[src/rtl/msns_pkg.sv]
// Shared types, codes and Morse tables for the serial number sender.
// Used by msns_counter, msns_keyer and morse_serial_number_sender_core.
`default_nettype none

package msns_pkg;

  // default sizes
  localparam int MAX_DIGITS_DEF = 5;
  localparam int COUNT_BITS_DEF = 16;

  // stream payload widths
  localparam int ACTION_W = 3;
  localparam int TIME_W   = 32;
  localparam int TICKS_W  = 16;
  localparam int SER_W    = 16;
  localparam int IN_W     = 40;
  localparam int OUT_W    = 24;

  // configuration register indexes
  localparam logic [1:0] REG_DOT  = 2'd0;
  localparam logic [1:0] REG_DASH = 2'd1;
  localparam logic [1:0] REG_PTT  = 2'd2;

  localparam logic [TICKS_W-1:0] DOT_RESET  = 16'd60;
  localparam logic [TICKS_W-1:0] DASH_RESET = 16'd180;
  localparam logic [TICKS_W-1:0] PTT_RESET  = 16'd0;

  // request actions
  localparam logic [ACTION_W-1:0] ACT_TICK      = 3'd0;
  localparam logic [ACTION_W-1:0] ACT_START_CUT = 3'd1;
  localparam logic [ACTION_W-1:0] ACT_START_DIG = 3'd2;
  localparam logic [ACTION_W-1:0] ACT_ARM_DEC   = 3'd3;
  localparam logic [ACTION_W-1:0] ACT_APPLY     = 3'd4;

  // element_started codes
  localparam logic [1:0] START_NONE = 2'd0;
  localparam logic [1:0] START_DIT  = 2'd1;
  localparam logic [1:0] START_DAH  = 2'd2;

  typedef logic [3:0] digit_t;

  typedef enum logic [2:0] {
    PHASE_UP  = 3'b001,
    PHASE_DIT = 3'b010,
    PHASE_DAH = 3'b100
  } phase_t;

  typedef enum logic [1:0] {
    STEP_NONE = 2'd0,
    STEP_UP   = 2'd1,
    STEP_DOWN = 2'd3
  } step_t;

  // keyer to counter commands
  typedef struct packed {
    logic arm_inc;
    logic arm_dec;
    logic apply;
  } cnt_cmd_t;

  // Morse character codes: element count in [14:12], elements from bit 0, 1 is dah
  localparam logic [15:0] CODE_T = 16'h1001;
  localparam logic [15:0] CODE_N = 16'h2001;

  function automatic logic [15:0] digit_code(input digit_t d);
    logic [15:0] c;
    unique case (d)
      4'd0:    c = 16'h501f;
      4'd1:    c = 16'h501e;
      4'd2:    c = 16'h501c;
      4'd3:    c = 16'h5018;
      4'd4:    c = 16'h5010;
      4'd5:    c = 16'h5000;
      4'd6:    c = 16'h5001;
      4'd7:    c = 16'h5003;
      4'd8:    c = 16'h5007;
      4'd9:    c = 16'h500f;
      default: c = 16'h501f;
    endcase
    return c;
  endfunction

  // power of ten, evaluated at elaboration
  function automatic logic [63:0] pow10(input int n);
    logic [63:0] p;
    p = 64'd1;
    for (int i = 0; i < n; i++) begin
      p = p * 64'd10;
    end
    return p;
  endfunction

endpackage

`default_nettype wire

[src/rtl/msns_counter.sv]
// Serial count in binary with a shadow BCD copy of its low decimal digits.
// Depends on msns_pkg; driven by command struct from msns_keyer.
`default_nettype none

module msns_counter import msns_pkg::*; #(
  parameter int COUNT_BITS = COUNT_BITS_DEF,
  parameter int MAX_DIGITS = MAX_DIGITS_DEF
) (
  input  wire logic                               clk,
  input  wire logic                               rst,
  input  wire logic                               fire,
  input  wire cnt_cmd_t                           cmd,
  output logic [COUNT_BITS-1:0]                   count_next,
  output logic [MAX_DIGITS-1:0][3:0]              bcd,
  output logic [$clog2(MAX_DIGITS+1)-1:0]         ndig
);

  localparam int CNT_W = $clog2(MAX_DIGITS + 1);
  localparam logic [63:0] LIMIT = pow10(MAX_DIGITS);
  localparam logic [COUNT_BITS-1:0] CMAX = {COUNT_BITS{1'b1}};

  logic [COUNT_BITS-1:0]       count;
  logic [MAX_DIGITS-1:0][3:0]  bcd_next;
  step_t                       step;
  step_t                       step_next;

  // leading digit search gives the number of digits to send
  always_comb begin
    ndig = CNT_W'(1);
    for (int i = 0; i < MAX_DIGITS; i++) begin
      if (bcd[i] != 4'd0) begin
        ndig = CNT_W'(i + 1);
      end
    end
    if ({{(64-COUNT_BITS){1'b0}}, count} >= LIMIT) begin
      ndig = CNT_W'(MAX_DIGITS);
    end
  end

  // armed step and saturating update of both count forms
  always_comb begin
    logic c;
    count_next = count;
    bcd_next   = bcd;
    step_next  = step;
    c          = 1'b1;
    if (cmd.apply) begin
      step_next = STEP_NONE;
      if (step == STEP_UP && count != CMAX) begin
        count_next = count + COUNT_BITS'(1);
        for (int i = 0; i < MAX_DIGITS; i++) begin
          if (c) begin
            if (bcd[i] == 4'd9) begin
              bcd_next[i] = 4'd0;
            end else begin
              bcd_next[i] = bcd[i] + 4'd1;
              c = 1'b0;
            end
          end
        end
      end else if (step == STEP_DOWN && count != '0) begin
        count_next = count - COUNT_BITS'(1);
        for (int i = 0; i < MAX_DIGITS; i++) begin
          if (c) begin
            if (bcd[i] == 4'd0) begin
              bcd_next[i] = 4'd9;
            end else begin
              bcd_next[i] = bcd[i] - 4'd1;
              c = 1'b0;
            end
          end
        end
      end
    end else if (cmd.arm_inc) begin
      step_next = STEP_UP;
    end else if (cmd.arm_dec) begin
      step_next = STEP_DOWN;
    end
  end

  // count state, reset to one
  always_ff @(posedge clk) begin
    if (rst) begin
      count  <= COUNT_BITS'(1);
      bcd    <= (MAX_DIGITS*4)'(1);
      step   <= STEP_NONE;
    end else if (fire) begin
      count  <= count_next;
      bcd    <= bcd_next;
      step   <= step_next;
    end
  end

endmodule

`default_nettype wire

[src/rtl/msns_keyer.sv]
// Morse element sequencer: digit snapshot, element timing and event reporting.
// Depends on msns_pkg; reads decimal digits from msns_counter.
`default_nettype none

module msns_keyer import msns_pkg::*; #(
  parameter int MAX_DIGITS = MAX_DIGITS_DEF
) (
  input  wire logic                               clk,
  input  wire logic                               rst,
  input  wire logic                               fire,
  input  wire logic [ACTION_W-1:0]                action,
  input  wire logic [TIME_W-1:0]                  now,
  input  wire logic [TICKS_W-1:0]                 dot_ticks,
  input  wire logic [TICKS_W-1:0]                 dash_ticks,
  input  wire logic [TICKS_W-1:0]                 ptt_ticks,
  input  wire logic [MAX_DIGITS-1:0][3:0]         bcd,
  input  wire logic [$clog2(MAX_DIGITS+1)-1:0]    ndig,
  output cnt_cmd_t                                cmd,
  output logic                                    key_down,
  output logic [1:0]                              started,
  output logic [1:0]                              spaces,
  output logic                                    idle
);

  localparam int CNT_W = $clog2(MAX_DIGITS + 1);
  localparam int IDX_W = (MAX_DIGITS > 1) ? $clog2(MAX_DIGITS) : 1;

  logic                        sending, sending_next;
  logic                        cut, cut_next;
  phase_t                      phase, phase_next;
  logic [4:0]                  bits, bits_next;
  logic [2:0]                  el_left, el_left_next;
  logic [TIME_W-1:0]           net, net_next;
  logic                        load, load_next;
  logic [MAX_DIGITS-1:0][3:0]  snap, snap_next;
  logic [IDX_W-1:0]            pos, pos_next;
  logic [CNT_W-1:0]            chars, chars_next;

  logic [TICKS_W:0] dit_len;
  logic [TICKS_W:0] dah_len;

  assign dit_len = {1'b0, dot_ticks} + {1'b0, ptt_ticks};
  assign dah_len = {1'b0, dash_ticks} + {1'b0, ptt_ticks};

  // next state for one request
  always_comb begin
    digit_t      d;
    logic [15:0] code;
    sending_next = sending;
    cut_next     = cut;
    phase_next   = phase;
    bits_next    = bits;
    el_left_next = el_left;
    net_next     = net;
    load_next    = load;
    snap_next    = snap;
    pos_next     = pos;
    chars_next   = chars;
    cmd          = '0;
    started      = START_NONE;
    spaces       = 2'd0;
    d            = '0;
    code         = '0;

    if (!sending) begin
      // start a send from the current digits, or arm a decrement
      if (action == ACT_START_CUT || action == ACT_START_DIG) begin
        sending_next = 1'b1;
        cut_next     = (action == ACT_START_CUT);
        snap_next    = bcd;
        pos_next     = IDX_W'(ndig - CNT_W'(1));
        chars_next   = ndig;
        load_next    = 1'b1;
        net_next     = '0;
        phase_next   = PHASE_UP;
        bits_next    = '0;
        el_left_next = '0;
        cmd.arm_inc  = 1'b1;
      end else if (action == ACT_ARM_DEC) begin
        cmd.arm_dec  = 1'b1;
      end
    end else if (!load && now >= net) begin
      // timed element event
      if (phase == PHASE_UP) begin
        if (bits[0]) begin
          phase_next = PHASE_DAH;
          net_next   = now + TIME_W'(dah_len);
          started    = START_DAH;
        end else begin
          phase_next = PHASE_DIT;
          net_next   = now + TIME_W'(dit_len);
          started    = START_DIT;
        end
      end else begin
        phase_next = PHASE_UP;
        if (el_left > 3'd1) begin
          el_left_next = el_left - 3'd1;
          bits_next    = bits >> 1;
          net_next     = now + TIME_W'(dot_ticks);
        end else begin
          el_left_next = '0;
          net_next     = now + TIME_W'(dash_ticks);
          spaces       = 2'd1;
          load_next    = 1'b1;
        end
      end
    end

    // load the next character or finish the message
    if (sending_next && load_next) begin
      load_next = 1'b0;
      if (chars_next != '0) begin
        d = snap_next[pos_next];
        if (cut_next && d == 4'd0) begin
          code = CODE_T;
        end else if (cut_next && d == 4'd9) begin
          code = CODE_N;
        end else begin
          code = digit_code(d);
        end
        el_left_next = code[14:12];
        bits_next    = code[4:0];
        pos_next     = pos_next - IDX_W'(1);
        chars_next   = chars_next - CNT_W'(1);
      end else begin
        sending_next = 1'b0;
        spaces       = spaces + 2'd1;
      end
    end

    cmd.apply = (action == ACT_APPLY);
    key_down  = (phase_next != PHASE_UP);
    idle      = !sending_next;
  end

  // control state
  always_ff @(posedge clk) begin
    if (rst) begin
      sending <= 1'b0;
      cut     <= 1'b0;
      phase   <= PHASE_UP;
      bits    <= '0;
      el_left <= '0;
      net     <= '0;
      load    <= 1'b0;
      pos     <= '0;
      chars   <= '0;
    end else if (fire) begin
      sending <= sending_next;
      cut     <= cut_next;
      phase   <= phase_next;
      bits    <= bits_next;
      el_left <= el_left_next;
      net     <= net_next;
      load    <= load_next;
      pos     <= pos_next;
      chars   <= chars_next;
    end
  end

  // digit snapshot, written at send start
  always_ff @(posedge clk) begin
    if (fire) begin
      snap <= snap_next;
    end
  end

endmodule

`default_nettype wire

[src/rtl/morse_serial_number_sender_core.sv]
// A request goes to the input register, its result to the result register.
// Throughput: one request per cycle unless m_tready stalls; the input register,
// the keyer and counter update logic and the result register form a single pass.
// While a result waits, the input register still takes one more request.
// Reset (synchronous, rst high): count 1, no send, registers 60/180/0 ticks.
// Top level: input register, keyer, counter, result register and config regs.
`default_nettype none

module morse_serial_number_sender_core import msns_pkg::*; #(
  parameter int MAX_DIGITS = MAX_DIGITS_DEF,
  parameter int COUNT_BITS = COUNT_BITS_DEF
) (
  input  wire logic                clk,
  input  wire logic                rst,
  // request stream
  input  wire logic                s_tvalid,
  output logic                     s_tready,
  input  wire logic [IN_W-1:0]     s_tdata,   // action[2:0], now[34:3], zero pad
  // result stream
  output logic                     m_tvalid,
  input  wire logic                m_tready,
  // key_down[0], element_started[2:1], char_spaces[4:3], idle[5],
  // serial_count[21:6], zero pad
  output logic [OUT_W-1:0]         m_tdata,
  // configuration writes
  input  wire logic                cfg_we,
  input  wire logic [1:0]          cfg_addr,
  input  wire logic [TICKS_W-1:0]  cfg_wdata
);

  logic                 v1;
  logic [ACTION_W-1:0]  action1;
  logic [TIME_W-1:0]    now1;
  logic                 adv;
  logic                 fire;

  logic [TICKS_W-1:0] dot_ticks;
  logic [TICKS_W-1:0] dash_ticks;
  logic [TICKS_W-1:0] ptt_ticks;

  cnt_cmd_t                           cmd;
  logic [COUNT_BITS-1:0]              count_next;
  logic [MAX_DIGITS-1:0][3:0]         bcd;
  logic [$clog2(MAX_DIGITS+1)-1:0]    ndig;
  logic                               key_down;
  logic [1:0]                         started;
  logic [1:0]                         spaces;
  logic                               idle;
  logic [SER_W+COUNT_BITS-1:0]        count_ext;

  // handshake: pass when the result slot is free or being drained
  assign adv      = !m_tvalid || m_tready;
  assign s_tready = !v1 || adv;
  assign fire     = v1 && adv;

  // input register
  always_ff @(posedge clk) begin
    if (rst) begin
      v1 <= 1'b0;
    end else if (s_tready) begin
      v1 <= s_tvalid;
    end
  end

  always_ff @(posedge clk) begin
    if (s_tready && s_tvalid) begin
      action1 <= s_tdata[ACTION_W-1:0];
      now1    <= s_tdata[ACTION_W+TIME_W-1:ACTION_W];
    end
  end

  // configuration registers
  always_ff @(posedge clk) begin
    if (rst) begin
      dot_ticks  <= DOT_RESET;
      dash_ticks <= DASH_RESET;
      ptt_ticks  <= PTT_RESET;
    end else if (cfg_we) begin
      unique case (cfg_addr)
        REG_DOT:  dot_ticks  <= cfg_wdata;
        REG_DASH: dash_ticks <= cfg_wdata;
        REG_PTT:  ptt_ticks  <= cfg_wdata;
        default:  ;
      endcase
    end
  end

  msns_keyer #(
    .MAX_DIGITS (MAX_DIGITS)
  ) u_keyer (
    .clk        (clk),
    .rst        (rst),
    .fire       (fire),
    .action     (action1),
    .now        (now1),
    .dot_ticks  (dot_ticks),
    .dash_ticks (dash_ticks),
    .ptt_ticks  (ptt_ticks),
    .bcd        (bcd),
    .ndig       (ndig),
    .cmd        (cmd),
    .key_down   (key_down),
    .started    (started),
    .spaces     (spaces),
    .idle       (idle)
  );

  msns_counter #(
    .COUNT_BITS (COUNT_BITS),
    .MAX_DIGITS (MAX_DIGITS)
  ) u_counter (
    .clk        (clk),
    .rst        (rst),
    .fire       (fire),
    .cmd        (cmd),
    .count_next (count_next),
    .bcd        (bcd),
    .ndig       (ndig)
  );

  assign count_ext = {{SER_W{1'b0}}, count_next};

  // result register
  always_ff @(posedge clk) begin
    if (rst) begin
      m_tvalid <= 1'b0;
    end else if (adv) begin
      m_tvalid <= v1;
    end
  end

  always_ff @(posedge clk) begin
    if (fire) begin
      m_tdata <= {2'b00, count_ext[SER_W-1:0], idle, spaces, started, key_down};
    end
  end

endmodule

`default_nettype wire
[config.mk]
export PLATFORM = sky130hd
export DESIGN_NAME = morse_serial_number_sender_core
export DESIGN_NICKNAME = d
export VERILOG_FILES = /design/src/rtl/msns_pkg.sv /design/src/rtl/msns_counter.sv /design/src/rtl/msns_keyer.sv /design/src/rtl/morse_serial_number_sender_core.sv
export SDC_FILE = /design/constraint.sdc
export NUM_CORES = 1
export LEC_CHECK = 0
export ABC_AREA = 1
export BUFFER_PORTS_ARGS = -buffer_cell sky130_fd_sc_hd__buf_2
export CORE_MARGIN = 2
export CORE_UTILIZATION = 68
export DETAILED_ROUTE_END_ITERATION = 16
export PLACE_DENSITY_LB_ADDON = 0.2
export REMOVE_ABC_BUFFERS = 1
export SLEW_MARGIN = 10
export SYNTH_ARGS = -nofsm -noshare
export SYNTH_HDL_FRONTEND = slang
export SYNTH_HIERARCHICAL = 1
export SYNTH_SLANG_ARGS = --single-unit
[constraint.sdc]
create_clock -name clk -period 8.3 [get_ports clk]
set_input_delay 1.66 -clock clk [delete_from_list [all_inputs] [get_ports clk]]
set_output_delay 1.66 -clock clk [all_outputs]
set_load 0.005 [all_outputs]
==> results of run 1 <==
[final cells by class]
class | instances | area [µm²]
Multi-Input combinational cell | 1691 | 9340
Fill cell | 1872 | 5910
Sequential cell | 217 | 5110
Inverter | 296 | 1120
Clock buffer | 39 | 802
Timing Repair Buffer | 93 | 495
Tap cell | 319 | 399
Clock inverter | 7 | 88.8
[cell families after synthesis]
kind of cell | count (synthesis) | share of synthesized area [%]
XOR/XNOR | 25 | 1.37
AND/OR/NAND/NOR | 1132 | 30.9
AO/OA/AOI/OAI | 386 | 13.1
other | 1 | 0.0235
multiplexers | 16 | 1.13
flip-flops | 217 | 32.1
buffers and inverters | 366 | 9.54
adder cells (fa/ha/maj) | 130 | 11.8
[state kept, by name, summed over array words and instances, names as in the netlist, 16 cells and up]
name and flops:
u_keyer/snap 20, ptt_ticks 16, u_counter/bcd 20, m_tdata 22, u_counter/count 16, now1 32
dash_ticks 16, dot_ticks 16, u_keyer/net 32
[stage by stage]
| step | setup slack [ps] | area [µm²] | utilization (%) | power [W] | instances |
|---|---|---|---|---|---|
| 2_1_floorplan | 185 | 15600 | - | 0.00174 | 2204 |
| 3_3_place_gp | 4370 | 16500 | 70.8 | 0.00192 | 2616 |
| 3_5_place_dp | 4280 | 16500 | 70.8 | 0.00194 | 2616 |
| 4_1_cts | 4250 | 17400 | 74.6 | 0.00312 | 2662 |
| 5_1_grt | 3910 | 17400 | 74.6 | 0.00327 | 2662 |
| 6_report | 4100 | 17400 | 74.6 | 0.00312 | 2662 |
[layer usage]
layer,share of wire (%),wire length [µm],global-route usage [%],up-vias
li1,-,-,-,7513
met1,44,17900,45.6,6903
met2,46,18900,55.4,636
met3,7.3,3010,4.30,88
met4,2.8,1140,10.0,0
met5,0,0,0,-
[worst paths after layout]
path / startpoint / end / slack (ps) / cells after the start
setup / recovery: u_keyer/el_left[1] / u_keyer/net[31] / 4100 / 17
hold / removal: u_keyer/phase[1] / u_keyer/phase[1] / 460 / 2
setup reg to reg: u_keyer/el_left[1] / u_keyer/net[31] / 4100 / 17
hold reg to reg: u_keyer/phase[1] / u_keyer/phase[1] / 460 / 2
[cells in the final DEF, fill, tap and decap left out, types with 4 or more instances in the layout]
cell type  count
ha_1          95
nand3b_1       5
nor2_2        13
a21o_1         5
nor2_4         5
o22ai_1        4
nand2_4       10
inv_1        278
clkbuf_16     28
nand3_2        5
dfxtp_1      140
clkinv_2       4
nor3_1        16
nor2_1       206
o21ai_0      113
a211oi_1       4
clkbuf_1       5
nand3_1      176
a21oi_1      196
fa_1          35
xor2_1        18
o21ai_1       16
clkbuf_8       6
mux2_2        16
buf_4         12
o21ai_2        6
edfxtp_1      77
nand2_2       23
inv_2         14
o211ai_1      13
buf_2         81
nand2_1      622
xnor2_1        7
or2_2          9
nand4_1       32
o21bai_1       9
[report_power, final]
| group | internal (W) | leakage [nW] | switching [W] |
|---|---|---|---|
| combinational | 0.000252 | 5.81 | 0.000484 |
| clock | 0.000725 | 0.443 | 0.000452 |
| sequential | 0.00116 | 1.88 | 0.0000501 |
[worst reg2reg max path: stages, from the launching register on]
cell and delay, ps:
dfxtp_1 370, inv_1 90, ha_1 180, o21bai_1 170, nand2_1 70, buf_4 360
mux2_2 430, ha_1 400, nand2_1 120, nor2_1 200, nand2_1 70, o311ai_0 850
nand4_1 260, nand2_1 220, nand2_1 80, nand2_1 60, nand3_1 70, a21oi_1 130
==> results.py, run 1 <==
metrics = {
    "worst_setup_path": {
        "end_kind": "flop",
        "crit_path_max_incr_delay_ps": 850,
        "crit_required_ps": 8770,
        "crit_family": "compound AO/OA/AOI/OAI gates",
        "path_common_cell": "nand2_1",
        "cp-start-kind": "flop",
        "cp_cell_sequence": "inv_1, ha_1, o21bai_1, nand2_1, buf_4, mux2_2, ha_1, nand2_1, nor2_1, nand2_1, o311ai_0, nand4_1, nand2_1, nand2_1, nand2_1, nand3_1, a21oi_1",
        "cpMaxStageDelayCell": "o311ai_0",
        "crit_fanout": 28,
        "crit_type": "flop to flop",
        "worst-path-buf-inv": 2,
        "crit_arrival_ps": 4670,
    },
    "sta": {
        "finalCritPeriodShare_pct": 50.6,
        "fin_crit_ps": 4200,
        "fin_tns_setup_ps": 0,
        "hold_slack_ps": 462,
        "worstMarginPinSlew_ps": 990,
        "finalClockSkew_ps": 18.3,
        "rsz0062_at_grt": "false",
        "final_hold_viol_count": 0,
        "fmax_mhz": 238,
        "final-setup-viol-count": 0,
        "relSlewSlack_pct": 33.2,
        "slew_violations": 0,
    },
    "global_route": {
        "antenna_found_initial": 0,
        "grt_max_degree": 68,
        "globalRoute.totalOverflow": 0,
        "grt_pass1_vias": 14000,
        "grtUsageTotal_pct": 33.4,
        "grt_pass1_wl_um": 67300,
    },
    "place": {
        "place.gp.congestion": 0.945,
        "port_buffers": 81,
        "dp_hpwl_um": 29800,
    },
    "cts": {
        "insertion_delay_ps": 540,
        "path_clk_slew_ps": 60,
        "cts.sinks": 217,
        "cts-root-buf": "clkbuf_16",
        "cts-htree-levels": 1,
        "cts_buffer_depth": 3,
        "numCtsBuffers": 25,
        "cts-resized-gates": 0,
        "ctsHoldBuffers": 0,
        "cts_tree": "built",
        "cts_setup_buffers": 0,
    },
    "power_and_ir_drop": {
        "powerDensity_nw_per_um2": 180,
        "ir_worst_vdd_mv": 0.205,
        "p_leak_nw": 8.13,
    },
    "yosys": {
        "synth_top_area_share_pct": 17.6,
        "ys_seq_area_share_pct": 32.1,
        "syn_area_per_cell_um2": 7.02,
        "synthCells": 2273,
        "synth_area_leaders": "dfxtp_1 (18%), nand2_1 (15%), edfxtp_1 (14%), ha_1 (7.4%), inv_1 (6.5%)",
        "yosys_warnings": 6,
        "synthArstFlopShare_pct": 0,
        "yosysMostFrequentCell": "nand2_1",
        "ys_types": 55,
        "synth_area_um2": 16000,
        "ys_seq_elements": 217,
        "synth_common_cells": "nand2_1 (622), inv_1 (278), nor2_1 (208)",
        "ys.flop_type": "dfxtp_1",
        "synth_top_cell_by_area": "dfxtp_1",
        "synth-edff-count": 77,
    },
    "final_layout": {
        "antenna_cells": 0,
        "drive_gt1_share_pct": 10.5,
        "nets": 2517,
        "syn2layout_area_growth_pct": 8.77,
    },
    "run": {
        "cap_viol_max_count": 0,
    },
    "routing": {
        "antenna_left": 0,
        "wl_per_cell_um": 15.4,
        "vias": 15100,
        "drc_errors": 0,
        "routed_via_density": 5.69,
        "drtIter0Drc": 1734,
        "wl_um": 40900,
        "drtPass1Iterations": 6,
    },
    "status": {
        "outcome": "completed",
    },
    "floorplan": {
        "io_pins": 89,
        "die-area_um2": 24700,
        "initial_utilization_pct": 68.6,
        "die_h_um": 157,
        "num_rows": 56,
        "core_um2": 23300,
        "fp.dieW_um": 157,
    },
    "min_path": {
        "hold_class": "flop to flop",
    },
}
Power figures use the tool's default switching activity.
==> inputs of run 2 (changes only) <==
Settings changed: CORE_UTILIZATION 68 to 63.
Clock period 8.3 ns to 4.05 ns, I/O delays scaled along.
==> results.py, run 2 (synthesis gave the netlist of run 1 again) <==
metrics = {
    "status": {
        "outcome": "completed",
    },
    "worst_setup_path": {
        "crit_fanout": 9,
        "path_depth": 21,
        "crit_path_max_incr_delay_ps": 440,
        "crit_required_ps": 4520,
        "timing.rr.start": "u_keyer/el_left[1]",
        "startpoint": "u_keyer/el_left[1]",
        "worst-path-buf-inv": 3,
        "cpMaxStageDelayCell": "fa_1",
        "crit_arrival_ps": 4250,
        "cp_cell_sequence": "inv_1, ha_1, o21bai_1, nand2_1, buf_12, mux2_2, ha_1, fa_1, nand2_1, inv_1, nand2_1, nand2_1, nand3_1, nand2_1, a21oi_2, o21ai_0, nand3_1, nand3_2, nand3_1, nand3_1, a21oi_1",
        "r2r-end": "u_keyer/net[28]",
        "setup.worst_path.end": "u_keyer/net[28]",
        "path_common_cell": "nand2_1",
        "cp-start-kind": "flop",
        "rrSetupSlack_ps": 270,
        "crit_family": "simple AND/OR/NAND/NOR gates",
        "end_kind": "flop",
        "r2r_cells": 21,
        "crit_type": "flop to flop",
    },
    "sta": {
        "relSlewSlack_pct": 29.9,
        "final_hold_viol_count": 0,
        "fmax_mhz": 265,
        "rsz0062_at_grt": "false",
        "fin_crit_ps": 3780,
        "slew_violations": 0,
        "worstMarginPinSlew_ps": 1050,
        "finalClockSkew_ps": 17.9,
        "finalCritPeriodShare_pct": 93.3,
        "final-setup-viol-count": 0,
    },
    "power_and_ir_drop": {
        "powerDensity_nw_per_um2": 363,
        "switchingPower_w": 0.00204,
        "netSwitchingFraction_pct": 32.2,
        "ir_worst_vdd_mv": 0.357,
        "p_int_w": 0.00429,
        "p_seq_share_pct": 39.0,
        "pwr-share-clk_pct": 36.7,
        "comb_power_share_pct": 24.2,
        "p_leak_nw": 8.18,
    },
    "final_layout": {
        "final_cells": 2687,
        "layout_commonest_cell": "nand2_1",
        "layout_common_cells": "nand2_1 (622), inv_1 (278), nor2_1 (206)",
        "top_regs": "now1 x32, u_keyer/net x32, m_tdata x22",
        "nets": 2530,
        "fin_util_pct": 69.7,
        "antenna_cells": 0,
        "regArea_um2": 5110,
        "drive_gt1_share_pct": 10.9,
        "syn2layout_area_growth_pct": 9.32,
        "multi_input_area_um2": 9350,
        "nFillCells": 2178,
    },
    "floorplan": {
        "initial_utilization_pct": 63.7,
        "io_pins": 89,
        "num_rows": 58,
        "die_h_um": 163,
        "core_um2": 25000,
        "fp.dieW_um": 163,
        "die-area_um2": 26600,
    },
    "cts": {
        "cts_buffer_depth": 3,
        "cts-htree-levels": 1,
        "ctsHoldBuffers": 0,
        "insertion_delay_ps": 540,
        "path_clk_slew_ps": 60,
        "cts_setup_buffers": 0,
        "numCtsBuffers": 26,
        "cts_tree": "built",
        "cts.sinks": 217,
        "cts-root-buf": "clkbuf_16",
    },
    "routing": {
        "routed_via_density": 5.68,
        "wl_um": 41300,
        "drc_errors": 0,
        "drtIter0Drc": 1345,
        "antenna_left": 0,
        "vias": 15300,
        "wl_per_cell_um": 15.4,
        "drtPass1Iterations": 5,
    },
    "place": {
        "dp_cells": 2639,
        "dp_hpwl_um": 30900,
        "place.gp.congestion": 0.929,
        "port_buffers": 81,
    },
    "min_path": {
        "hold_class": "input pin to flop",
    },
    "global_route": {
        "antenna_found_initial": 0,
        "grt_max_degree": 49,
        "grtUsageTotal_pct": 31.3,
        "grt_pass1_vias": 14300,
        "grt_pass1_wl_um": 68400,
        "globalRoute.totalOverflow": 0,
    },
    "run": {
        "cap_viol_max_count": 0,
    },
}
[run 2: worst register-to-register path, cell delays in order, from the launching register on]
cell and delay (ps):
dfxtp_1 380, inv_1 80, ha_1 180, o21bai_1 180, nand2_1 140, buf_12 160, mux2_2 360, ha_1 230
fa_1 440, nand2_1 100, inv_1 50, nand2_1 50, nand2_1 70, nand3_1 80, nand2_1 90, a21oi_2 250
o21ai_0 180, nand3_1 150, nand3_2 160, nand3_1 140, nand3_1 90, a21oi_1 130
[run 2: power groups by stage]
stage | sequential (W) | combinational, W | clock, W
4_1_cts | 0.00247 | 0.00150 | 0.00235
5_1_grt | 0.00248 | 0.00173 | 0.00244
3_5_place_dp | 0.00251 | 0.00149 | 0
2_1_floorplan | 0.00249 | 0.00107 | 0
6_report | 0.00247 | 0.00153 | 0.00232
3_3_place_gp | 0.00251 | 0.00145 | 0
[run 2: per-stage QoR]
stage | TNS [ps] | cell area [µm²] | hold slack [ps] | setup WS [ps] | power (W)
after floorplan | -235700 | 15600 | 435 | -3220 | 0.00356
after global placement | 0 | 16600 | 449 | 345 | 0.00396
after detailed placement | 0 | 16600 | 452 | 241 | 0.00401
after CTS | 0 | 17400 | 423 | 203 | 0.00633
after global routing | 0 | 17400 | 427 | 10.9 | 0.00665
final | 0 | 17400 | 439 | 271 | 0.00633
[run 2: what timing repair did]
action,CTS,global route
endpoints found under the hold margin,0,0
endpoints found under the setup margin,0,12
gates resized for setup,0,5
[run 2: metal layers]
| layer | wire, µm | track usage (%) | part of all wire, % |
|---|---|---|---|
| met2 | 19100 | 52.9 | 46 |
| met3 | 2980 | 4.22 | 7.2 |
| met5 | 0 | 0 | 0 |
| met4 | 1250 | 10.2 | 3.0 |
| met1 | 17900 | 41.6 | 43 |
[run 2: worst min-delay path by stage]
stage | from | end | slack, ps | cells after the start
2_1_floorplan | u_keyer/phase[1] | u_keyer/phase[1] | 430 | 2
3_3_place_gp | u_keyer/chars[1] | u_keyer/chars[1] | 450 | 2
3_5_place_dp | u_keyer/chars[1] | u_keyer/chars[1] | 450 | 2
4_1_cts | s_tdata[11] | now1[8] | 420 | 1
5_1_grt | s_tdata[11] | now1[8] | 430 | 1
6_report | s_tdata[11] | now1[8] | 440 | 1
[run 2: layout make-up]
type,instances,area share [%]
multi-input cells,1691,53.6
flip-flops and latches,217,29.3
inverters,296,6.40
clock buffers,38,4.46
repair buffers,105,3.43
well taps,330,2.37
clock inverters,10,0.423
